### src/rtl/atma_pkg.sv
// Shared types, constants and the CORDIC arctangent table for the tilt-angle
// moving-average block. No dependencies.
package atma_pkg;

    localparam int WINDOW_LEN_DEF = 20;

    localparam int IN_W      = 16;
    localparam int OUT_W     = 17;
    localparam int SQ_W      = 32;
    localparam int N_W       = 62;
    localparam int ROOT_W    = 31;
    localparam int SREM_W    = 33;
    localparam int CORD_W    = 34;
    localparam int ACC_W     = 24;
    localparam int STEP_W    = 5;
    localparam int PADDR_W   = 3;
    localparam int PDATA_W   = 32;

    localparam int SQRT_STEPS   = 31;
    localparam int CORDIC_STEPS = 20;
    localparam int ANGLE_LIMIT  = 23040;
    localparam int CORR_LIMIT   = 46080;

    // register index is paddr[2]
    localparam logic REG_ANGLE_OFFSET = 1'b0;

    typedef enum logic [3:0] {
        S_IDLE,
        S_SQ_Y,
        S_SQ_Z,
        S_SQRT,
        S_CINIT,
        S_CORDIC,
        S_ROUND,
        S_UPDATE,
        S_DINIT,
        S_DIV,
        S_OUT
    } ctrl_state_t;

    typedef enum logic [3:0] {
        OP_NONE,
        OP_LOAD,
        OP_SQ_Y,
        OP_SQ_Z,
        OP_SQRT,
        OP_CINIT,
        OP_CORDIC,
        OP_ROUND,
        OP_UPDATE,
        OP_DINIT,
        OP_DIV,
        OP_OUT
    } dp_op_t;

    typedef struct packed {
        dp_op_t             op;
        logic [STEP_W-1:0]  step;
    } dp_cmd_t;

    typedef struct packed {
        logic out_busy;
    } dp_sts_t;

    // atan(2^-i) in degrees, scaled by 65536
    function automatic logic [ACC_W-2:0] atan_lut(input logic [STEP_W-1:0] idx);
        logic [ACC_W-2:0] v;
        begin
            case (idx)
                5'd0:    v = 23'd2949120;
                5'd1:    v = 23'd1740967;
                5'd2:    v = 23'd919879;
                5'd3:    v = 23'd466945;
                5'd4:    v = 23'd234379;
                5'd5:    v = 23'd117304;
                5'd6:    v = 23'd58666;
                5'd7:    v = 23'd29335;
                5'd8:    v = 23'd14668;
                5'd9:    v = 23'd7334;
                5'd10:   v = 23'd3667;
                5'd11:   v = 23'd1833;
                5'd12:   v = 23'd917;
                5'd13:   v = 23'd458;
                5'd14:   v = 23'd229;
                5'd15:   v = 23'd115;
                5'd16:   v = 23'd57;
                5'd17:   v = 23'd29;
                5'd18:   v = 23'd14;
                5'd19:   v = 23'd7;
                default: v = 23'd0;
            endcase
            return v;
        end
    endfunction

endpackage

### src/rtl/accel_tilt_moving_average_core.sv
// Tilt angle from one accelerometer word, offset-corrected, averaged over a ring.
// Each word passes load, squares, square root, CORDIC, round, window update and divide to out_valid.
// One word is in flight at a time; the sequencer holds until the previous result is taken as the output
// drains; the next word is taken while a result waits.
// The cycle count is set by the 31-step square root, 20 CORDIC steps and the bit-serial divide.
// Reset (rst_n, async low) clears the offset, fill count, write slot and running sum.
module accel_tilt_moving_average_core
    import atma_pkg::*;
#(
    parameter int WINDOW_LEN = WINDOW_LEN_DEF
) (
    input  logic                              clk,
    input  logic                              rst_n,
    input  logic                              in_valid,
    output logic                              in_ready,
    input  logic signed [IN_W-1:0]            accel_x,
    input  logic signed [IN_W-1:0]            accel_y,
    input  logic signed [IN_W-1:0]            accel_z,
    output logic                              out_valid,
    input  logic                              out_ready,
    output logic signed [OUT_W-1:0]           avg_angle,
    output logic [$clog2(WINDOW_LEN + 1)-1:0] filled_count,
    input  logic                              psel,
    input  logic                              penable,
    input  logic                              pwrite,
    input  logic [PADDR_W-1:0]                paddr,
    input  logic [PDATA_W-1:0]                pwdata,
    output logic [PDATA_W-1:0]                prdata,
    output logic                              pready
);

    logic signed [IN_W-1:0] offset_reg;
    dp_cmd_t                cmd;
    dp_sts_t                sts;

    assign pready = 1'b1;

    always_ff @(posedge clk or negedge rst_n)
    begin
        if (!rst_n)
        begin
            offset_reg <= '0;
        end
        else if (psel && penable && pwrite && paddr[2] == REG_ANGLE_OFFSET)
        begin
            offset_reg <= pwdata[IN_W-1:0];
        end
    end

    assign prdata = (paddr[2] == REG_ANGLE_OFFSET) ? PDATA_W'(offset_reg) : '0;

    atma_ctrl #(
        .WINDOW_LEN (WINDOW_LEN)
    ) u_ctrl (
        .clk      (clk),
        .rst_n    (rst_n),
        .in_valid (in_valid),
        .in_ready (in_ready),
        .sts      (sts),
        .cmd      (cmd)
    );

    atma_dp #(
        .WINDOW_LEN (WINDOW_LEN)
    ) u_dp (
        .clk          (clk),
        .rst_n        (rst_n),
        .accel_x      (accel_x),
        .accel_y      (accel_y),
        .accel_z      (accel_z),
        .angle_offset (offset_reg),
        .cmd          (cmd),
        .sts          (sts),
        .out_valid    (out_valid),
        .out_ready    (out_ready),
        .avg_angle    (avg_angle),
        .filled_count (filled_count)
    );

    a_fill_range: assert property (@(posedge clk) disable iff (!rst_n)
        out_valid |-> (filled_count != '0 &&
                       filled_count <= ($clog2(WINDOW_LEN + 1))'(WINDOW_LEN)))
        else $error("filled_count out of range");

    a_avg_range: assert property (@(posedge clk) disable iff (!rst_n)
        out_valid |-> (avg_angle <= (OUT_W)'(CORR_LIMIT) &&
                       avg_angle >= -((OUT_W)'(CORR_LIMIT))))
        else $error("avg_angle out of range");

    a_busy_after_accept: assert property (@(posedge clk) disable iff (!rst_n)
        (in_valid && in_ready) |=> !in_ready)
        else $error("second word taken while busy");

endmodule

### src/rtl/atma_ram.sv
// Generic single-write, single-read RAM with registered read data.
// No dependencies.
module atma_ram #(
    parameter int WIDTH = 17,
    parameter int DEPTH = 20
) (
    input  logic                                     clk,
    input  logic                                     we,
    input  logic [(DEPTH > 1 ? $clog2(DEPTH) : 1)-1:0] waddr,
    input  logic [WIDTH-1:0]                         wdata,
    input  logic                                     re,
    input  logic [(DEPTH > 1 ? $clog2(DEPTH) : 1)-1:0] raddr,
    output logic [WIDTH-1:0]                         rdata
);

    logic [WIDTH-1:0] mem [DEPTH];

    always_ff @(posedge clk)
    begin
        if (we)
        begin
            mem[waddr] <= wdata;
        end
        if (re)
        begin
            rdata <= mem[raddr];
        end
    end

endmodule

### src/rtl/atma_ctrl.sv
// Sequencer for the tilt-angle block: walks squares, square root, CORDIC,
// window update and divide. Uses atma_pkg; drives atma_dp by command struct.
module atma_ctrl
    import atma_pkg::*;
#(
    parameter int WINDOW_LEN = WINDOW_LEN_DEF
) (
    input  logic    clk,
    input  logic    rst_n,
    input  logic    in_valid,
    output logic    in_ready,
    input  dp_sts_t sts,
    output dp_cmd_t cmd
);

    localparam int TOT_W = $clog2(CORR_LIMIT * WINDOW_LEN + 1) + 1;
    localparam int MAG_W = TOT_W - 1;

    ctrl_state_t       state_reg, state_next;
    logic [STEP_W-1:0] cnt_reg, cnt_next;

    always_ff @(posedge clk or negedge rst_n)
    begin
        if (!rst_n)
        begin
            state_reg <= S_IDLE;
            cnt_reg   <= '0;
        end
        else
        begin
            state_reg <= state_next;
            cnt_reg   <= cnt_next;
        end
    end

    always_comb
    begin
        state_next = state_reg;
        cnt_next   = cnt_reg;
        in_ready   = 1'b0;
        cmd.op     = OP_NONE;
        cmd.step   = cnt_reg;
        case (state_reg)
            S_IDLE:
            begin
                in_ready = 1'b1;
                if (in_valid)
                begin
                    cmd.op     = OP_LOAD;
                    state_next = S_SQ_Y;
                end
            end
            S_SQ_Y:
            begin
                cmd.op     = OP_SQ_Y;
                state_next = S_SQ_Z;
            end
            S_SQ_Z:
            begin
                cmd.op     = OP_SQ_Z;
                cnt_next   = '0;
                state_next = S_SQRT;
            end
            S_SQRT:
            begin
                cmd.op   = OP_SQRT;
                cnt_next = cnt_reg + 1'b1;
                if (cnt_reg == STEP_W'(SQRT_STEPS - 1))
                begin
                    state_next = S_CINIT;
                end
            end
            S_CINIT:
            begin
                cmd.op     = OP_CINIT;
                cnt_next   = '0;
                state_next = S_CORDIC;
            end
            S_CORDIC:
            begin
                cmd.op   = OP_CORDIC;
                cnt_next = cnt_reg + 1'b1;
                if (cnt_reg == STEP_W'(CORDIC_STEPS - 1))
                begin
                    state_next = S_ROUND;
                end
            end
            S_ROUND:
            begin
                cmd.op     = OP_ROUND;
                state_next = S_UPDATE;
            end
            S_UPDATE:
            begin
                cmd.op     = OP_UPDATE;
                state_next = S_DINIT;
            end
            S_DINIT:
            begin
                cmd.op     = OP_DINIT;
                cnt_next   = '0;
                state_next = S_DIV;
            end
            S_DIV:
            begin
                cmd.op   = OP_DIV;
                cnt_next = cnt_reg + 1'b1;
                if (cnt_reg == STEP_W'(MAG_W - 1))
                begin
                    state_next = S_OUT;
                end
            end
            S_OUT:
            begin
                // hold until the output register frees up
                if (!sts.out_busy)
                begin
                    cmd.op     = OP_OUT;
                    state_next = S_IDLE;
                end
            end
            default:
            begin
                state_next = S_IDLE;
            end
        endcase
    end

endmodule

### src/rtl/atma_dp.sv
// Datapath: squares, bit-pair square root, CORDIC vectoring, window ring and
// running sum, restoring divider, output register. Uses atma_pkg, atma_ram.
module atma_dp
    import atma_pkg::*;
#(
    parameter int WINDOW_LEN = WINDOW_LEN_DEF
) (
    input  logic                                 clk,
    input  logic                                 rst_n,
    input  logic signed [IN_W-1:0]               accel_x,
    input  logic signed [IN_W-1:0]               accel_y,
    input  logic signed [IN_W-1:0]               accel_z,
    input  logic signed [IN_W-1:0]               angle_offset,
    input  dp_cmd_t                              cmd,
    output dp_sts_t                              sts,
    output logic                                 out_valid,
    input  logic                                 out_ready,
    output logic signed [OUT_W-1:0]              avg_angle,
    output logic [$clog2(WINDOW_LEN + 1)-1:0]    filled_count
);

    localparam int CNT_W  = $clog2(WINDOW_LEN + 1);
    localparam int SLOT_W = WINDOW_LEN > 1 ? $clog2(WINDOW_LEN) : 1;
    localparam int TOT_W  = $clog2(CORR_LIMIT * WINDOW_LEN + 1) + 1;
    localparam int MAG_W  = TOT_W - 1;

    localparam logic signed [ACC_W-1:0] ANG_MAX  = ACC_W'(ANGLE_LIMIT);
    localparam logic signed [OUT_W:0]   CORR_MAX = (OUT_W + 1)'(CORR_LIMIT);
    localparam logic signed [OUT_W:0]   CORR_MIN = -((OUT_W + 1)'(CORR_LIMIT));

    logic signed [IN_W-1:0]   x_reg, y_reg, z_reg;
    logic [SQ_W-1:0]          sq_reg;
    logic [N_W-1:0]           n_reg;
    logic [SREM_W-1:0]        srem_reg;
    logic [ROOT_W-1:0]        root_reg;
    logic signed [CORD_W-1:0] cx_reg, cy_reg;
    logic signed [ACC_W-1:0]  acc_reg;
    logic signed [OUT_W-1:0]  corr_reg;
    logic [SLOT_W-1:0]        slot_reg;
    logic [CNT_W-1:0]         fill_reg;
    logic signed [TOT_W-1:0]  total_reg;
    logic                     neg_reg;
    logic [MAG_W-1:0]         q_reg;
    logic [CNT_W-1:0]         drem_reg;
    logic                     out_valid_reg;
    logic signed [OUT_W-1:0]  avg_reg;
    logic [CNT_W-1:0]         fcnt_reg;

    // squares, one multiplier shared by the y and z squares
    logic signed [IN_W-1:0]   mul_a;
    logic signed [SQ_W-1:0]   prod;
    logic [SQ_W-1:0]          sq_sum;

    assign mul_a  = (cmd.op == OP_SQ_Y) ? y_reg : z_reg;
    assign prod   = mul_a * mul_a;
    assign sq_sum = sq_reg + SQ_W'($unsigned(prod));

    // square root, two radicand bits per step
    logic [SREM_W+1:0] s_cand, s_trial;
    logic              s_ge;

    assign s_cand  = {srem_reg, n_reg[N_W-1:N_W-2]};
    assign s_trial = {2'b00, root_reg, 2'b01};
    assign s_ge    = s_cand >= s_trial;

    // CORDIC vectoring step
    logic signed [CORD_W-1:0] dx, dy;
    logic signed [ACC_W-1:0]  atan_v;
    logic [IN_W:0]            ax;

    assign dx     = cy_reg >>> cmd.step;
    assign dy     = cx_reg >>> cmd.step;
    assign atan_v = $signed({1'b0, atan_lut(cmd.step)});
    assign ax     = x_reg[IN_W-1] ? -((IN_W + 1)'(x_reg)) : (IN_W + 1)'(x_reg);

    // round, clamp, sign, offset correction
    logic signed [ACC_W-1:0] ang_raw, ang_clip;
    logic signed [OUT_W:0]   ang_s, corr_w;
    logic signed [OUT_W-1:0] corr_sat;

    always_comb
    begin
        ang_raw = (acc_reg + ACC_W'(128)) >>> 8;
        if (ang_raw < 0)
        begin
            ang_clip = '0;
        end
        else if (ang_raw > ANG_MAX)
        begin
            ang_clip = ANG_MAX;
        end
        else
        begin
            ang_clip = ang_raw;
        end
        if (root_reg == '0)
        begin
            ang_clip = ANG_MAX;
        end
        if (x_reg == '0)
        begin
            ang_s = '0;
        end
        else if (!x_reg[IN_W-1])
        begin
            ang_s = -((OUT_W + 1)'(ang_clip));
        end
        else
        begin
            ang_s = (OUT_W + 1)'(ang_clip);
        end
        corr_w = ang_s - (OUT_W + 1)'(angle_offset);
        if (corr_w > CORR_MAX)
        begin
            corr_sat = OUT_W'(CORR_MAX);
        end
        else if (corr_w < CORR_MIN)
        begin
            corr_sat = OUT_W'(CORR_MIN);
        end
        else
        begin
            corr_sat = OUT_W'(corr_w);
        end
    end

    // window ring
    logic                    ring_we, ring_re;
    logic [OUT_W-1:0]        ring_rdata;
    logic                    full;
    logic signed [TOT_W-1:0] old_val, total_new;

    assign ring_re   = cmd.op == OP_ROUND;
    assign ring_we   = cmd.op == OP_UPDATE;
    assign full      = fill_reg == CNT_W'(WINDOW_LEN);
    assign old_val   = full ? TOT_W'($signed(ring_rdata)) : '0;
    assign total_new = total_reg + TOT_W'(corr_reg) - old_val;

    atma_ram #(
        .WIDTH (OUT_W),
        .DEPTH (WINDOW_LEN)
    ) u_ring (
        .clk   (clk),
        .we    (ring_we),
        .waddr (slot_reg),
        .wdata (corr_reg),
        .re    (ring_re),
        .raddr (slot_reg),
        .rdata (ring_rdata)
    );

    // restoring divider, one quotient bit per step
    logic [CNT_W:0]          d_cand;
    logic                    d_ge;
    logic signed [TOT_W-1:0] avg_wide;

    assign d_cand   = {drem_reg, q_reg[MAG_W-1]};
    assign d_ge     = d_cand >= {1'b0, fill_reg};
    assign avg_wide = neg_reg ? -$signed({1'b0, q_reg}) : $signed({1'b0, q_reg});

    always_ff @(posedge clk or negedge rst_n)
    begin
        if (!rst_n)
        begin
            slot_reg      <= '0;
            fill_reg      <= '0;
            total_reg     <= '0;
            out_valid_reg <= 1'b0;
        end
        else
        begin
            if (cmd.op == OP_UPDATE)
            begin
                total_reg <= total_new;
                if (!full)
                begin
                    fill_reg <= fill_reg + 1'b1;
                end
                if (slot_reg == SLOT_W'(WINDOW_LEN - 1))
                begin
                    slot_reg <= '0;
                end
                else
                begin
                    slot_reg <= slot_reg + 1'b1;
                end
            end
            if (cmd.op == OP_OUT)
            begin
                out_valid_reg <= 1'b1;
            end
            else if (out_ready)
            begin
                out_valid_reg <= 1'b0;
            end
        end
    end

    always_ff @(posedge clk)
    begin
        case (cmd.op)
            OP_LOAD:
            begin
                x_reg <= accel_x;
                y_reg <= accel_y;
                z_reg <= accel_z;
            end
            OP_SQ_Y:
            begin
                sq_reg <= SQ_W'($unsigned(prod));
            end
            OP_SQ_Z:
            begin
                n_reg    <= {sq_sum, 30'd0};
                srem_reg <= '0;
                root_reg <= '0;
            end
            OP_SQRT:
            begin
                n_reg <= {n_reg[N_W-3:0], 2'b00};
                if (s_ge)
                begin
                    srem_reg <= SREM_W'(s_cand - s_trial);
                    root_reg <= {root_reg[ROOT_W-2:0], 1'b1};
                end
                else
                begin
                    srem_reg <= SREM_W'(s_cand);
                    root_reg <= {root_reg[ROOT_W-2:0], 1'b0};
                end
            end
            OP_CINIT:
            begin
                cx_reg  <= $signed(CORD_W'(root_reg));
                cy_reg  <= $signed(CORD_W'(ax) << 15);
                acc_reg <= '0;
            end
            OP_CORDIC:
            begin
                if (!cy_reg[CORD_W-1])
                begin
                    cx_reg  <= cx_reg + dx;
                    cy_reg  <= cy_reg - dy;
                    acc_reg <= acc_reg + atan_v;
                end
                else
                begin
                    cx_reg  <= cx_reg - dx;
                    cy_reg  <= cy_reg + dy;
                    acc_reg <= acc_reg - atan_v;
                end
            end
            OP_ROUND:
            begin
                corr_reg <= corr_sat;
            end
            OP_DINIT:
            begin
                neg_reg  <= total_reg[TOT_W-1];
                q_reg    <= total_reg[TOT_W-1] ? MAG_W'(-total_reg) : MAG_W'(total_reg);
                drem_reg <= '0;
            end
            OP_DIV:
            begin
                if (d_ge)
                begin
                    drem_reg <= CNT_W'(d_cand - {1'b0, fill_reg});
                    q_reg    <= {q_reg[MAG_W-2:0], 1'b1};
                end
                else
                begin
                    drem_reg <= CNT_W'(d_cand);
                    q_reg    <= {q_reg[MAG_W-2:0], 1'b0};
                end
            end
            OP_OUT:
            begin
                avg_reg  <= avg_wide[OUT_W-1:0];
                fcnt_reg <= fill_reg;
            end
            default:
            begin
            end
        endcase
    end

    assign sts.out_busy = out_valid_reg & ~out_ready;
    assign out_valid    = out_valid_reg;
    assign avg_angle    = avg_reg;
    assign filled_count = fcnt_reg;

endmodule
### config.mk
export PLATFORM = sky130hd
export DESIGN_NAME = accel_tilt_moving_average_core
export DESIGN_NICKNAME = d
export VERILOG_FILES = /design/src/rtl/atma_pkg.sv /design/src/rtl/accel_tilt_moving_average_core.sv /design/src/rtl/atma_ram.sv /design/src/rtl/atma_ctrl.sv /design/src/rtl/atma_dp.sv
export SDC_FILE = /design/constraint.sdc
export NUM_CORES = 2
export LEC_CHECK = 0
export ABC_AREA = 1
export BUFFER_PORTS_ARGS = -buffer_cell sky130_fd_sc_hd__buf_2
export CORE_MARGIN = 8
export CORE_UTILIZATION = 39
export CTS_CLUSTER_SIZE = 30
export DETAILED_ROUTE_END_ITERATION = 10
export GPL_ROUTABILITY_DRIVEN = 0
export PLACE_DENSITY = 0.66
export SYNTH_ARGS = -nofsm -noshare
export SYNTH_HDL_FRONTEND = slang
export SYNTH_HIERARCHICAL = 1
export SYNTH_SLANG_ARGS = --single-unit
### constraint.sdc
create_clock -name clk -period 32 [get_ports clk]
set_clock_uncertainty 0.05 [all_clocks]
set_input_delay 3.2 -clock clk [delete_from_list [all_inputs] [get_ports clk]]
set_output_delay 3.2 -clock clk [all_outputs]
set_load 0.01 [all_outputs]
==> results_dict.tcl <==
set metrics [dict create \
    status "finished, final reports clean" \
    cts_hold_buf 0 \
    slew_headroom_pct 20.08 \
    avgRoutedWirePerCell_um 16.18 \
    dr.pass1.iters 7 \
    r2r_slack_ps 20370 \
    synth_top_area_share_pct 36.53 \
    synth_edf_count 689 \
    io_buffers 127 \
    cpMostUsedCell "inv_1" \
    grt_pass1_wl_um 228000 \
    rr_endpoint "u_dp/n_reg[58]" \
    gr-total-overflow 0 \
    drt_iter0_drc 3662 \
    clk_pin_slew_ps 60 \
    synth_ff_type "edfxtp_1" \
    yosys.cell_count.top_type "nand2_1" \
    cts-resized-gates 0 \
    clk_path_buf_depth 3 \
    crit_required_ps 32370 \
    ios 147 \
    cp_slowest_cell "o21ai_1" \
    worst_skew_pair.late_latency_ps 700 \
    track_usage_pct 17.48 \
    ys_ff_latch 746 \
    post-route-min-period_ps 13680 \
    cts_setup_buffers 0 \
    cts_root_buf "clkbuf_16" \
    n_antenna_cell 0 \
    cp-end-kind "register" \
    start_util_pct 39.10 \
    fin_ws_ps 18320 \
    synthCells 6770 \
    seq_area_frac_synth_pct 39.05 \
    async_flop_share_pct 7.641 \
    worstReg2RegStart "u_ctrl/state_reg[3]" \
    fp.dieArea_um2 157700 \
    wl_um 142300 \
    rsz0062_at_grt "no" \
    largest_reg_flops 340 \
    drc 0 \
    fmax_mhz 73.10 \
    vias 45520 \
    numCtsBuffers 82 \
    die_w_um 397.1 \
    arrival_ps 14050 \
    setup_violations 0 \
    synth_area_um2 56640 \
    drv_cap 0 \
    antenna_found_initial 0 \
    crit_path_start_kind "input pin" \
    synth_top_cell_by_area "edfxtp_1" \
    finalSetupTns_ps 0 \
    post-route-util_pct 42.61 \
    ctsHtreeMaxLevel 3 \
    min_to "u_dp/total_reg[14]" \
    grt_pass1_vias 44190 \
    syn-num-nets 7422 \
    viasPerCell 5.178 \
    dp_hpwl_um 105500 \
    criticalPathCategory "input pin to register" \
    slowest_delay_ps 750 \
    yosysUniqueCellTypes 71 \
    worstMarginPinSlew_ps 1197 \
    grt_max_degree 101 \
    synth_area_leaders "edfxtp_1, nand2_1, fa_1, ha_1, inv_1" \
    finalCritPeriodShare_pct 42.75 \
    path_max_fanout 33 \
    hp-start "u_dp/total_reg[14]" \
    rr_worst_depth 45 \
    yosys-top-cells-count "nand2_1, inv_1, edfxtp_1, nor2_1, o21ai_0" \
    num_rows 140 \
    cts_tree "built" \
    clock_sinks 746 \
    post-place-ws_ps 17630 \
    drtAntennaViolNets 0 \
    min_path_cells 2 \
    core_area_um2 144900 \
    avgSynthCellArea_um2 8.367 \
    nets 7466 \
    hold_viol_final 0 \
    drive_above_1_share_pct 6.720 \
    slew_viol_final 0 \
    area_growth_pct 8.977 \
    die_h_um 397.1 \
    yosysWarningCount 6 \
    hold_path.class "register to register" \
]
-- worst max-delay path by stage --
stage,startpoint,to,slack [ps]
after floorplan,out_ready,u_dp/n_reg[61],18860
after global placement,out_ready,u_dp/n_reg[61],17690
after detailed placement,out_ready,u_dp/n_reg[61],17630
after CTS,out_ready,u_dp/n_reg[61],18340
after global routing,out_ready,u_dp/n_reg[61],17470
final,out_ready,u_dp/n_reg[58],18320
-- area by class of cell --
class	instances	area, um2
clock buffer	92	2090
sequential	746	22130
multi-input combinational	4843	29800
timing repair buffer	189	1101
tap	1917	2399
inverter	952	3582
fill	14230	83140
clock inverter	53	631.9
-- critical path, delay by kind of cell --
family          cells  cell delay [ps]
fa+ha+maj           8             3300
compound gates      9             2660
simple gates       15             2360
buf+inv            11             2270
xor+xnor            1              220
-- stage by stage --
stage	instance area [um2]	cells	hold slack, ps
floorplan	56640	6770	394.7
global placement	59010	8647	420.8
detailed placement	59010	8647	423.2
CTS	61730	8792	438.9
global route	61730	8792	460.9
finish	61730	8792	439.9
-- kinds of logic after synthesis --
logic type                 share of synthesized area [%]
xor gates and xnor gates                           3.788
muxes                                             0.4418
AOI/OAI and AO/OA                                  11.06
buffers and inverters                              8.502
other                                           0.006621
DFF                                                39.05
and+or+nand+nor                                    21.25
adders and majority gates                          15.90
-- cells in the final DEF, fill, tap and decap left out, types with 20 or more instances in the layout --
master     count
nand2_1     1640
nor2_1       532
nand3_1      428
a31oi_1       25
edfxtp_1     689
buf_2        127
or2_2         37
ha_1         299
a21oi_1      384
xnor2_1       94
inv_2         20
clkinv_1      25
o22ai_1       29
fa_1         263
xor2_1       151
nor2_2        26
inv_1        916
a21o_1        21
dfrtp_1       52
o21ai_0      431
nand4_1       57
nor3_1        67
buf_4         62
o211ai_1      40
mux2i_1       25
clkbuf_16     82
o21ai_1       92
o21a_1        31
-- routing by layer --
| layer | up-vias | track usage (%) | wire (um) |
|---|---|---|---|
| li1 | 22420 | - | - |
| met1 | 21550 | 22.87 | 62430 |
| met2 | 1306 | 30.01 | 67980 |
| met3 | 237 | 2.703 | 8152 |
| met4 | 0 | 4.950 | 3728 |
| met5 | - | 0 | 0 |
Power is left out: the tool's default activity adds up to more than one toggle a clock period on the data nets, which glitch-free logic cannot reach.
